--- src/rtl/core/dfs_pkg.sv ---
// dfs_pkg: shared types and constants for the depth frame statistics core
// no dependencies
package dfs_pkg;

  localparam int RAW_W   = 32;
  localparam int DEPTH_W = 32;
  localparam int RATIO_W = 17;

  localparam logic [0:0]  REG_DEPTH_MODE = 1'b0;
  localparam logic [0:0]  REG_SAT_DEPTH  = 1'b1;
  localparam logic [31:0] SAT_DEPTH_RST  = 32'd16640000;
  localparam logic [31:0] DEPTH_ALL_ONES = 32'hFFFF_FFFF;

  typedef enum logic [1:0] {
    PIX_NAN_INF,
    PIX_ZERO_NEG,
    PIX_USEFUL,
    PIX_FAR
  } pix_class_t;

  // one classified pixel between front and back
  typedef struct packed {
    pix_class_t          cls;
    logic [DEPTH_W-1:0]  depth;
    logic                last;
  } pix_item_t;

  typedef enum logic [1:0] {
    ST_ACCUM,
    ST_DIVIDE,
    ST_OUTPUT
  } back_state_t;

endpackage

--- src/rtl/core/dfs_front.sv ---
// dfs_front: pixel conversion to 1/256 mm fixed point and classification
// depends on dfs_pkg
module dfs_front (
  input  logic                     clk,
  input  logic                     rst_n,
  input  logic                     in_valid,
  output logic                     in_stall,
  input  logic [31:0]              in_pixel_raw,
  input  logic                     in_last_in_frame,
  input  logic                     depth_mode,
  input  logic [31:0]              saturation_depth,
  output logic                     q_valid,
  output dfs_pkg::pix_item_t       q_item,
  input  logic                     q_stall
);
  import dfs_pkg::*;

  // stage 1: classify, register mantissa and exponent
  logic        s1_valid_r, s1_valid_nxt;
  logic [1:0]  s1_kind_r;   // 0 nan/inf, 1 zero/neg, 2 positive
  logic        s1_float_r;
  logic [23:0] s1_mant_r;
  logic [7:0]  s1_exp_r;
  logic [15:0] s1_mm_r;
  logic        s1_last_r;
  // stage 2: product registered
  logic        s2_valid_r;
  logic [1:0]  s2_kind_r;
  logic        s2_float_r;
  logic [41:0] s2_prod_r;
  logic [7:0]  s2_exp_r;
  logic [15:0] s2_mm_r;
  logic        s2_last_r;
  logic        out_valid_r;
  pix_item_t   out_item_r;

  logic adv_out, adv2, adv1;
  assign adv_out = !out_valid_r || !q_stall;
  assign adv2    = !s2_valid_r || adv_out;
  assign adv1    = !s1_valid_r || adv2;
  assign in_stall = !adv1;
  assign q_valid = out_valid_r;
  assign q_item  = out_item_r;

  logic [7:0]  e_raw;
  logic [1:0]  kind;
  assign e_raw = in_pixel_raw[30:23];
  always_comb begin
    if (depth_mode == 1'b0) begin
      if (e_raw == 8'hFF) kind = 2'd0;
      else if (!in_pixel_raw[31] && in_pixel_raw[30:0] != 31'd0) kind = 2'd2;
      else kind = 2'd1;
    end else begin
      kind = (in_pixel_raw[15:0] != 16'd0) ? 2'd2 : 2'd1;
    end
    s1_valid_nxt = in_valid;
  end

  always_ff @(posedge clk) begin
    if (adv1) begin
      s1_kind_r  <= kind;
      s1_float_r <= !depth_mode;
      s1_mant_r  <= {e_raw != 8'd0, in_pixel_raw[22:0]};
      s1_exp_r   <= (e_raw == 8'd0) ? 8'd1 : e_raw;
      s1_mm_r    <= in_pixel_raw[15:0];
      s1_last_r  <= in_last_in_frame;
    end
    if (adv2) begin
      s2_kind_r  <= s1_kind_r;
      s2_float_r <= s1_float_r;
      s2_prod_r  <= 42'(s1_mant_r) * 42'd256000;
      s2_exp_r   <= s1_exp_r;
      s2_mm_r    <= s1_mm_r;
      s2_last_r  <= s1_last_r;
    end
    if (!rst_n) begin
      s1_valid_r  <= 1'b0;
      s2_valid_r  <= 1'b0;
      out_valid_r <= 1'b0;
    end else begin
      if (adv1) s1_valid_r <= s1_valid_nxt;
      if (adv2) s2_valid_r <= s1_valid_r;
      if (adv_out) out_valid_r <= s2_valid_r;
    end
  end

  // scale the product by the exponent, saturating
  logic [DEPTH_W-1:0] depth;
  logic [7:0]         sh;
  logic [73:0]        shl;
  logic [41:0]        shr;
  always_comb begin
    sh  = 8'd0;
    shl = '0;
    shr = '0;
    if (!s2_float_r) begin
      depth = {8'd0, s2_mm_r, 8'd0};
    end else if (s2_exp_r >= 8'd150) begin
      sh = s2_exp_r - 8'd150;
      if (sh >= 8'd32) begin
        depth = DEPTH_ALL_ONES;
      end else begin
        shl = 74'(s2_prod_r) << sh[4:0];
        depth = (shl[73:32] != '0) ? DEPTH_ALL_ONES : shl[31:0];
      end
    end else begin
      sh = 8'd150 - s2_exp_r;
      shr = (sh >= 8'd64) ? 42'd0 : (s2_prod_r >> sh[5:0]);
      depth = (shr[41:32] != '0) ? DEPTH_ALL_ONES : shr[31:0];
    end
  end

  always_ff @(posedge clk) begin
    if (adv_out) begin
      out_item_r.last  <= s2_last_r;
      out_item_r.depth <= (s2_kind_r == 2'd2) ? depth : '0;
      priority if (s2_kind_r == 2'd0) out_item_r.cls <= PIX_NAN_INF;
      else if (s2_kind_r == 2'd1) out_item_r.cls <= PIX_ZERO_NEG;
      else if (depth < saturation_depth) out_item_r.cls <= PIX_USEFUL;
      else out_item_r.cls <= PIX_FAR;
    end
  end
endmodule

--- src/rtl/core/dfs_fifo.sv ---
// dfs_fifo: short queue of classified pixels between front and back
// depends on dfs_pkg
module dfs_fifo (
  input  logic               clk,
  input  logic               rst_n,
  input  logic               wr_valid,
  output logic               wr_stall,
  input  dfs_pkg::pix_item_t wr_item,
  output logic               rd_valid,
  output dfs_pkg::pix_item_t rd_item,
  input  logic               rd_stall
);
  import dfs_pkg::*;

  pix_item_t  mem_r [4];
  logic [1:0] wp_r, rp_r;
  logic [2:0] cnt_r;
  logic       wr, rd;

  assign wr_stall = (cnt_r == 3'd4);
  assign rd_valid = (cnt_r != 3'd0);
  assign rd_item  = mem_r[rp_r];
  assign wr = wr_valid && !wr_stall;
  assign rd = rd_valid && !rd_stall;

  always_ff @(posedge clk) begin
    if (wr) mem_r[wp_r] <= wr_item;
    if (!rst_n) begin
      wp_r <= '0; rp_r <= '0; cnt_r <= '0;
    end else begin
      if (wr) wp_r <= wp_r + 2'd1;
      if (rd) rp_r <= rp_r + 2'd1;
      cnt_r <= cnt_r + 3'(wr) - 3'(rd);
    end
  end
endmodule

--- src/rtl/core/dfs_divider.sv ---
// dfs_divider: radix-2 restoring divider, one quotient bit per cycle
// no package dependency
module dfs_divider #(
  parameter int NUM_W = 54,
  parameter int DEN_W = 22
) (
  input  logic             clk,
  input  logic             rst_n,
  input  logic             start,
  input  logic [NUM_W-1:0] num,
  input  logic [DEN_W-1:0] den,
  output logic             busy,
  output logic [NUM_W-1:0] quot
);
  localparam int CNT_W = $clog2(NUM_W + 1);

  logic [NUM_W-1:0] q_r;
  logic [DEN_W:0]   rem_r;
  logic [DEN_W-1:0] den_r;
  logic [CNT_W-1:0] cnt_r;
  logic [DEN_W:0]   trial;
  logic [DEN_W:0]   diff;

  assign busy  = (cnt_r != '0);
  assign quot  = q_r;
  assign trial = {rem_r[DEN_W-1:0], q_r[NUM_W-1]};
  assign diff  = trial - {1'b0, den_r};

  always_ff @(posedge clk) begin
    if (start) begin
      q_r   <= num;
      rem_r <= '0;
      den_r <= den;
    end else if (busy) begin
      if (trial >= {1'b0, den_r}) begin
        rem_r <= diff;
        q_r   <= {q_r[NUM_W-2:0], 1'b1};
      end else begin
        rem_r <= trial;
        q_r   <= {q_r[NUM_W-2:0], 1'b0};
      end
    end
    if (!rst_n) cnt_r <= '0;
    else if (start) cnt_r <= CNT_W'(NUM_W);
    else if (busy) cnt_r <= cnt_r - 1'b1;
  end
endmodule

--- src/rtl/core/dfs_back.sv ---
// dfs_back: frame accumulators and end-of-frame result computation
// depends on dfs_pkg and dfs_divider
module dfs_back #(
  parameter int CNT_W = 22,
  parameter int SUM_W = 54,
  parameter int MAX_PIX = 2097152
) (
  input  logic               clk,
  input  logic               rst_n,
  input  logic               q_valid,
  output logic               q_stall,
  input  dfs_pkg::pix_item_t q_item,
  output logic               out_valid,
  input  logic               out_stall,
  output logic [21:0]        out_total_pixels,
  output logic [21:0]        out_nan_inf_count,
  output logic [21:0]        out_positive_count,
  output logic [21:0]        out_useful_count,
  output logic [21:0]        out_far_count,
  output logic [21:0]        out_zero_negative_count,
  output logic [31:0]        out_min_depth,
  output logic [31:0]        out_max_depth,
  output logic [31:0]        out_mean_depth,
  output logic [31:0]        out_mean_useful_depth,
  output logic [16:0]        out_valid_ratio,
  output logic [16:0]        out_useful_ratio
);
  import dfs_pkg::*;

  localparam int NUM_W = (SUM_W > CNT_W + 16) ? SUM_W : CNT_W + 16;

  back_state_t state_r, state_nxt;
  logic [CNT_W-1:0] pix_r, nan_r, pos_r, use_r, zn_r;
  logic [SUM_W-1:0] psum_r, usum_r;
  logic [31:0]      min_r, max_r;
  logic [2:0]       job_r;
  // snapshot of closed frame
  logic [CNT_W-1:0] f_pix_r, f_nan_r, f_pos_r, f_use_r, f_zn_r;
  logic [SUM_W-1:0] f_psum_r, f_usum_r;
  logic [31:0]      f_min_r, f_max_r;
  logic [31:0]      r_mean_r, r_umean_r;
  logic [16:0]      r_vr_r, r_ur_r;
  logic             dv_start;
  logic [NUM_W-1:0] dv_num, dv_quot;
  logic [CNT_W-1:0] dv_den;
  logic             dv_busy;
  logic             take, close, o_valid;
  logic             started_r;
  logic             dv_busy_q_r, dv_finish;

  assign take    = q_valid && (state_r == ST_ACCUM);
  assign q_stall = (state_r != ST_ACCUM);
  assign close   = take && (q_item.last || (pix_r + 1'b1) == CNT_W'(MAX_PIX));

  dfs_divider #(.NUM_W(NUM_W), .DEN_W(CNT_W)) u_div (
    .clk(clk), .rst_n(rst_n), .start(dv_start), .num(dv_num), .den(dv_den),
    .busy(dv_busy), .quot(dv_quot)
  );

  always_comb begin
    state_nxt = state_r;
    unique case (state_r)
      ST_ACCUM:  if (close) state_nxt = ST_ACCUM == ST_ACCUM ? ST_DIVIDE : ST_DIVIDE;
      ST_DIVIDE: if (!dv_busy && !dv_start && job_r == 3'd4) state_nxt = ST_OUTPUT;
      ST_OUTPUT: if (!out_stall) state_nxt = ST_ACCUM;
      default:   state_nxt = ST_ACCUM;
    endcase
  end

  // no start on the finish cycle: job_r only moves to the next division at that edge
  always_comb begin
    o_valid  = (state_r == ST_OUTPUT);
    dv_start = (state_r == ST_DIVIDE) && !dv_busy && !dv_finish && job_r < 3'd4
               && !started_r;
    dv_num   = '0;
    dv_den   = f_pix_r;
    unique case (job_r)
      3'd0: begin dv_num = NUM_W'(f_psum_r); dv_den = f_pos_r; end
      3'd1: begin dv_num = NUM_W'(f_usum_r); dv_den = f_use_r; end
      3'd2: dv_num = NUM_W'({f_pos_r, 16'd0});
      3'd3: dv_num = NUM_W'({f_use_r, 16'd0});
      default: dv_num = '0;
    endcase
  end

  always_ff @(posedge clk) begin
    if (!rst_n) begin
      state_r <= ST_ACCUM;
      pix_r <= '0; nan_r <= '0; pos_r <= '0; use_r <= '0; zn_r <= '0;
      psum_r <= '0; usum_r <= '0; min_r <= DEPTH_ALL_ONES; max_r <= '0;
      job_r <= '0; started_r <= 1'b0;
    end else begin
      state_r   <= state_nxt;
      started_r <= dv_start;
      if (close) begin
        pix_r <= '0; nan_r <= '0; pos_r <= '0; use_r <= '0; zn_r <= '0;
        psum_r <= '0; usum_r <= '0; min_r <= DEPTH_ALL_ONES; max_r <= '0;
        job_r <= '0;
      end else if (take) begin
        pix_r <= pix_r + 1'b1;
        unique case (q_item.cls)
          PIX_NAN_INF:  nan_r <= nan_r + 1'b1;
          PIX_ZERO_NEG: zn_r <= zn_r + 1'b1;
          PIX_USEFUL, PIX_FAR: begin
            pos_r  <= pos_r + 1'b1;
            psum_r <= psum_r + SUM_W'(q_item.depth);
            if (q_item.depth < min_r) min_r <= q_item.depth;
            if (q_item.depth > max_r) max_r <= q_item.depth;
            if (q_item.cls == PIX_USEFUL) begin
              use_r  <= use_r + 1'b1;
              usum_r <= usum_r + SUM_W'(q_item.depth);
            end
          end
          default: ;
        endcase
      end
      if (state_r == ST_DIVIDE && dv_finish) job_r <= job_r + 3'd1;
    end
  end

  // divider finishes on busy's falling edge
  assign dv_finish = dv_busy_q_r && !dv_busy;
  always_ff @(posedge clk) begin
    if (!rst_n) dv_busy_q_r <= 1'b0;
    else dv_busy_q_r <= dv_busy;
  end

  always_ff @(posedge clk) begin
    if (close) begin
      f_pix_r <= pix_r + 1'b1;
      f_nan_r <= nan_r + CNT_W'(q_item.cls == PIX_NAN_INF);
      f_zn_r  <= zn_r + CNT_W'(q_item.cls == PIX_ZERO_NEG);
      f_pos_r <= pos_r + CNT_W'(q_item.cls == PIX_USEFUL || q_item.cls == PIX_FAR);
      f_use_r <= use_r + CNT_W'(q_item.cls == PIX_USEFUL);
      f_psum_r <= psum_r + SUM_W'(q_item.depth);
      f_usum_r <= usum_r + ((q_item.cls == PIX_USEFUL) ? SUM_W'(q_item.depth) : '0);
      f_min_r <= ((q_item.cls == PIX_USEFUL || q_item.cls == PIX_FAR)
                  && q_item.depth < min_r) ? q_item.depth : min_r;
      f_max_r <= ((q_item.cls == PIX_USEFUL || q_item.cls == PIX_FAR)
                  && q_item.depth > max_r) ? q_item.depth : max_r;
    end
    if (state_r == ST_DIVIDE && dv_finish) begin
      unique case (job_r)
        3'd0: r_mean_r  <= (f_pos_r == '0) ? 32'd0 : dv_quot[31:0];
        3'd1: r_umean_r <= (f_use_r == '0) ? 32'd0 : dv_quot[31:0];
        3'd2: r_vr_r    <= dv_quot[16:0];
        3'd3: r_ur_r    <= dv_quot[16:0];
        default: ;
      endcase
    end
  end

  assign out_valid               = o_valid;
  assign out_total_pixels        = 22'(f_pix_r);
  assign out_nan_inf_count       = 22'(f_nan_r);
  assign out_positive_count      = 22'(f_pos_r);
  assign out_useful_count        = 22'(f_use_r);
  assign out_far_count           = 22'(f_pos_r - f_use_r);
  assign out_zero_negative_count = 22'(f_zn_r);
  assign out_min_depth           = (f_pos_r == '0) ? 32'd0 : f_min_r;
  assign out_max_depth           = (f_pos_r == '0) ? 32'd0 : f_max_r;
  assign out_mean_depth          = r_mean_r;
  assign out_mean_useful_depth   = r_umean_r;
  assign out_valid_ratio         = r_vr_r;
  assign out_useful_ratio        = r_ur_r;
endmodule

--- src/rtl/core/depth_frame_statistics_core.sv ---
// depth_frame_statistics_core: per-frame depth pixel statistics
// a pixel passes a 3-stage front and the queue before it is counted; the last pixel of a
// frame closes it, and the back then computes and presents a result beat
// throughput: 1 pixel per cycle within a frame while the back accumulates; after each frame
// the back runs four divisions and holds its result until taken, stalling the queue
// synchronous active-low reset clears all counters, depth_mode 1, saturation 65 m
module depth_frame_statistics_core #(
  parameter int MAX_FRAME_PIXELS = 2097152
) (
  input  logic        clk,
  input  logic        rst_n,
  input  logic        in_valid,
  output logic        in_stall,
  input  logic [31:0] in_pixel_raw,
  input  logic        in_last_in_frame,
  output logic        out_valid,
  input  logic        out_stall,
  output logic [21:0] out_total_pixels,
  output logic [21:0] out_nan_inf_count,
  output logic [21:0] out_positive_count,
  output logic [21:0] out_useful_count,
  output logic [21:0] out_far_count,
  output logic [21:0] out_zero_negative_count,
  output logic [31:0] out_min_depth,
  output logic [31:0] out_max_depth,
  output logic [31:0] out_mean_depth,
  output logic [31:0] out_mean_useful_depth,
  output logic [16:0] out_valid_ratio,
  output logic [16:0] out_useful_ratio,
  input  logic        cfg_valid,
  output logic        cfg_ready,
  input  logic [0:0]  cfg_index,
  input  logic [31:0] cfg_data
);
  import dfs_pkg::*;

  localparam int CNT_W = $clog2(MAX_FRAME_PIXELS + 1);
  localparam int SUM_W = CNT_W + 32;

  logic        mode_r;
  logic [31:0] sat_r;
  logic        f_valid, f_stall, b_valid, b_stall;
  pix_item_t   f_item, b_item;

  assign cfg_ready = 1'b1;
  always_ff @(posedge clk) begin
    if (!rst_n) begin
      mode_r <= 1'b1;
      sat_r  <= SAT_DEPTH_RST;
    end else if (cfg_valid) begin
      unique case (cfg_index)
        REG_DEPTH_MODE: mode_r <= cfg_data[0];
        REG_SAT_DEPTH:  sat_r  <= cfg_data;
        default: ;
      endcase
    end
  end

  dfs_front u_front (
    .clk(clk), .rst_n(rst_n), .in_valid(in_valid), .in_stall(in_stall),
    .in_pixel_raw(in_pixel_raw), .in_last_in_frame(in_last_in_frame),
    .depth_mode(mode_r), .saturation_depth(sat_r),
    .q_valid(f_valid), .q_item(f_item), .q_stall(f_stall)
  );

  dfs_fifo u_fifo (
    .clk(clk), .rst_n(rst_n), .wr_valid(f_valid), .wr_stall(f_stall), .wr_item(f_item),
    .rd_valid(b_valid), .rd_item(b_item), .rd_stall(b_stall)
  );

  dfs_back #(.CNT_W(CNT_W), .SUM_W(SUM_W), .MAX_PIX(MAX_FRAME_PIXELS)) u_back (
    .clk(clk), .rst_n(rst_n), .q_valid(b_valid), .q_stall(b_stall), .q_item(b_item),
    .out_valid(out_valid), .out_stall(out_stall),
    .out_total_pixels(out_total_pixels), .out_nan_inf_count(out_nan_inf_count),
    .out_positive_count(out_positive_count), .out_useful_count(out_useful_count),
    .out_far_count(out_far_count), .out_zero_negative_count(out_zero_negative_count),
    .out_min_depth(out_min_depth), .out_max_depth(out_max_depth),
    .out_mean_depth(out_mean_depth), .out_mean_useful_depth(out_mean_useful_depth),
    .out_valid_ratio(out_valid_ratio), .out_useful_ratio(out_useful_ratio)
  );

  // a result always covers at least one pixel
  assert property (@(posedge clk) disable iff (!rst_n)
    out_valid |-> out_total_pixels != 22'd0)
    else $error("empty frame result");

  // class counts add up to the frame total
  assert property (@(posedge clk) disable iff (!rst_n)
    out_valid |-> 22'(out_nan_inf_count + out_positive_count + out_zero_negative_count)
                  == out_total_pixels)
    else $error("class counts do not sum to total");

  // useful pixels are a subset of positive ones
  assert property (@(posedge clk) disable iff (!rst_n)
    out_valid |-> out_useful_count <= out_positive_count)
    else $error("useful count exceeds positive count");
endmodule
--- config.mk ---
export PLATFORM = sky130hd
export DESIGN_NAME = depth_frame_statistics_core
export DESIGN_NICKNAME = d
export VERILOG_FILES = /design/src/rtl/core/dfs_pkg.sv /design/src/rtl/core/dfs_front.sv /design/src/rtl/core/dfs_fifo.sv /design/src/rtl/core/dfs_divider.sv /design/src/rtl/core/dfs_back.sv /design/src/rtl/core/depth_frame_statistics_core.sv
export SDC_FILE = /design/constraint.sdc
export NUM_CORES = 2
export LEC_CHECK = 0
export ABC_AREA = 1
export BUFFER_PORTS_ARGS = -buffer_cell sky130_fd_sc_hd__buf_2
export CORE_MARGIN = 1.5
export CORE_UTILIZATION = 45
export CTS_CLUSTER_SIZE = 25
export DETAILED_ROUTE_END_ITERATION = 10
export GPL_TIMING_DRIVEN = 0
export PLACE_DENSITY = 0.73
export SYNTH_ARGS = -nofsm -noshare
export SYNTH_HDL_FRONTEND = slang
export SYNTH_SLANG_ARGS = --single-unit
--- constraint.sdc ---
create_clock -name clk -period 8.5 [get_ports clk]
set_input_delay 1.275 -clock clk [delete_from_list [all_inputs] [get_ports clk]]
set_output_delay 1.275 -clock clk [all_outputs]
set_load 0.02 [all_outputs]
==> results list <==
* Outcome: complete, but fails checks
- The final reports fail on slew limit.
- Setup Viol. Count Final: 0
- The number of gates resized after CTS was 0.
- Cts hold-fix bufs: 0
- Count of TritonRoute iterations in the first routing pass: 6
- Global route total overflow: 0
- Switching share of power: 46.0%
- DRC violation count after routing: 0
- Total half-perimeter wirelength after legalization and detailed placement: 159000 um
- The first global-routing pass estimated between 200000 and 300000 um of wire.
* Sequential share of the synthesized area: 47.2%
- CP most frequent cell: sky130_fd_sc_hd__nand2_1
- Multi-input combinational cell area: 28100 um^2
- Core ar.: around 140000 um^2
- In this run, synthesis inferred approximately 720 flip-flops with an integrated enable.
* Delay of the slowest cell on the worst path: 0.88 ns
- In this run the deepest clock path goes through 3 buffers.
- The total count of max-transition violations in the final report was 14.
- Worst-path cell chain: buf_2, inv_1, clkbuf_1, clkbuf_1, nand2_1, a32oi_1, inv_1, nor2_1, inv_1, fa_1, o21ai_1, nand2_1, nand2_1, nand2_1, nand2_1, a21oi_1, o21a_1, o31ai_1, a21oi_1, o21ai_1, nand2_1, xor2_1
* Syn Nets: 7550
* Number of top-level pins: 368
- Final Cycle Share: 81.9%
- At the worst endpoint, the required time is 9.03 ns.
- After detailed placement, the total cell area comes to 65900 um^2.
- The number of global-route vias before repair is 50000.
- Synthesized area per cell: about 8.7 um^2
* Fraction of final layout cells sized beyond drive strength 1: roughly a tenth
- CTS tree: yes
- Setup repair after global routing left no endpoint under its margin.
* Cell row count: 135
- Clock skew on the completed layout was measured at 0.0556 ns.
- Synthesized instance count: around 7100
* Die Y-Extent: ~370 um
- Critical Setup Path Class: reg -> reg
- Across the whole layout, storage elements account for approximately 29000 um^2.
* Min-Delay Startpoint: u_front.s1_exp_r[4]
- Per report_power, the combinational group accounts for 48.7% of the total.
* Arr. time, crit path: 7.49 ns
- At the pin with the least slew margin, the transition time is 1.56 ns.
- The final layout contains routed wiring with a total length of 200000 um.
- Overall Power: 27.6 mW
- Starting utilization of the core area: a little under half
- Cell internal power was estimated by the tool at about 15 mW.
* Syn. warnings: 0
* Fmax: 144 MHz
- Crit Path Max Fanout: 10
- After detailed routing, the average wire length per cell comes to 21.2 um.
- Number of sinks on the clock net: 1086
* Number of failing hold endpoints at the final stage: 0
- The worst path in the final design needs a cycle of 6.96 ns, including I/O delays and setup.
- The cell area that synthesis handed to floorplanning was 61400 um^2.
- The worst hold path belongs to the class reg -> reg.
* Number of fill cells: 12600
* Switching power of the nets: between 10 and 15 mW
- For this run, the total global-route usage over all layers was measured as 28.3%.
- Maximum capacitance violations: 0
- In this run the clock root is driven by a sky130_fd_sc_hd__clkbuf_16.
* Clock network fraction of total power: a little under a fifth
- Yosys mapped the design onto 66 distinct sky130hd cell types.
* Fraction of registers with async set or reset after synthesis: 0%
- Summing over every cut layer, the via total after detailed routing is between 50000 and 60000.
- Power density cells: 396 nW/um^2
- STA classifies the critical path startpoint as a flip-flop.
* Flip-flop and latch count after synthesis: 1086
- Clock latency on the worst-skew pair: around 0.77 ns
- Headroom to the max-slew limit came out at -4.30%.
* Die footprint: 139000 um^2
- Final Core Density: 51.5%
- IR analysis of the VDD net gives a maximum drop of around 0.26 mV.
* Sequential power share: between 30% and 40%
* Final instance area: 69700 um^2
- Dominant register cell in the synthesized netlist: sky130_fd_sc_hd__edfxtp_1
- Dividing the detail-routed via count by the number of cells gives 5.52.
* Chip width: 373 um
- Net count, final: 8048
* Antenna violations before repair: 3
- After clock tree synthesis, the clock-pin slew on the worst setup and hold paths is approximately 0.06 ns.
* Layout area overhead: 13.5%
- At the end of routability-driven placement, the weighted congestion stood at ~1.0.
- H-tree levels: 3
- Leakage component of the power: 29.9 nW
- Setup crit end kind: flip-flop
- CTS buffer count: between 100 and 150
- Entering global routing, the biggest net connects ~120 pins.
* Setup Buffers After CTS: 0
- Port Buffers: 365
- Antenna Nets Post-Route: 0
- In this run, the number of DRC markers left after iteration 0 of detailed routing was 4848.
- For this design, the slowest cell found on the critical path is sky130_fd_sc_hd__a32oi_1.
[cell usage in the layout (no fill, tap or decap), drive strengths merged, types with 107 or more instances in the layout]
| master | n |
|---|---|
| nand2 | 1488 |
| inv | 861 |
| edfxtp | 724 |
| nor2 | 672 |
| a21oi | 489 |
| nand3 | 462 |
| buf | 460 |
| o21ai | 373 |
| dfxtp | 362 |
| clkbuf | 349 |
| ha | 331 |
| xor2 | 236 |
| a31oi | 109 |
| xnor2 | 107 |
[sequential cells by signal (all words and copies together) (netlist names), 35 cells and up, named ones only]
signal             flops
u_front.q_item        35
u_back.f_psum_r       54
u_back.usum_r         54
u_back.u_div.quot     54
u_fifo.mem_r         140
u_back.psum_r         54
u_back.f_usum_r       54
[critical path, delay by kind of cell, from the launching register on]
family          cells  cell delay [ns]
buf+inv             6             1.91
compound gates      7             2.71
simple gates        7             0.99
flops               1             0.30
xor+xnor            1             0.37
fa+ha+maj           1             0.44
[kinds of logic (layout without fill, tap and decap cells)]
kind of cell | count (synthesis) | in the layout | synth area share (%)
AO/OA/AOI/OAI | 1217 | 1217 | 11.6
XOR/XNOR | 343 | 343 | 4.89
adder cells (fa/ha/maj) | 423 | 423 | 9.74
buffers and inverters | 1131 | 1729 | 7.21
flip-flops | 1086 | 1086 | 47.2
multiplexers | 7 | 7 | 0.114
other | 1 | 2 | 0.00610
AND/OR/NAND/NOR | 2848 | 2848 | 19.3
[layer usage]
layer	GRT usage, %	routed length (um)	up-vias
met4	15.4	11600	2
li1	-	-	24800
met2	47.8	94400	2063
met3	4.89	15500	437
met1	34.5	78900	24800
met5	0	13	-
[stage by stage]
step	TNS, ns	hold WS (ns)	instances	setup slack (ns)
floorplan	0	0.400	7056	0.228
global placement	-634.39	0.400	9202	-2.57
detailed placement	0	0.405	9218	1.72
CTS	0	0.380	9434	1.69
global route	0	0.406	9435	1.23
finish	0	0.379	9436	1.54
[final timing paths]
path	end	slack [ns]	cells after the start
min reg2reg	u_front.s2_exp_r[4]	0.38	0
max	u_back.f_usum_r[36]	1.54	22
max reg2reg	u_back.f_usum_r[36]	1.54	22
min	u_front.s2_exp_r[4]	0.38	0
[cell type report]
| class | instances | share of cell area, % |
|---|---|---|
| antenna | 1 | 0.00359 |
| buffer | 273 | 1.74 |
| tap | 1781 | 3.20 |
| timing repair buffer | 382 | 3.07 |
| inverter | 858 | 4.63 |
| clock inverter | 62 | 0.962 |
| clock buffer | 154 | 4.56 |
| sequential | 1086 | 41.6 |
| multi-input combinational | 4839 | 40.3 |
[Yosys cell counts, drive strengths merged (13+ instances only)]
master	n	area, um^2
nor2	672	2540
edfxtp	724	21700
nor3b	20	150
xor2	236	2070
o21a	14	105
a211oi	67	503
o31ai	13	97.6
nand3	462	2330
a32oi	33	289
nand2	1488	5600
o211ai	27	203
dfxtp	362	7250
fa	92	1840
nor4	40	256
a31oi	109	682
nor3	82	420
clkbuf	195	732
o22ai	19	119
xnor2	107	937
inv	853	3200
o221ai	20	175
or2	14	87.6
nand4	56	350
a21boi	15	113
ha	331	4140
a21oi	489	2650
o21ai	373	1870
buf	78	477
[power by group through the flow]
stage               registers, mW  clock network (mW)  logic [mW]
finish                       9.02                5.15        13.4
global route                 9.11                5.40        14.8
CTS                          8.98                5.21        13.3
detailed placement           9.07                   0        13.2
global placement             8.91                   0        12.0
floorplan                    9.06                   0        8.52
Power figures use the tool's default switching activity.
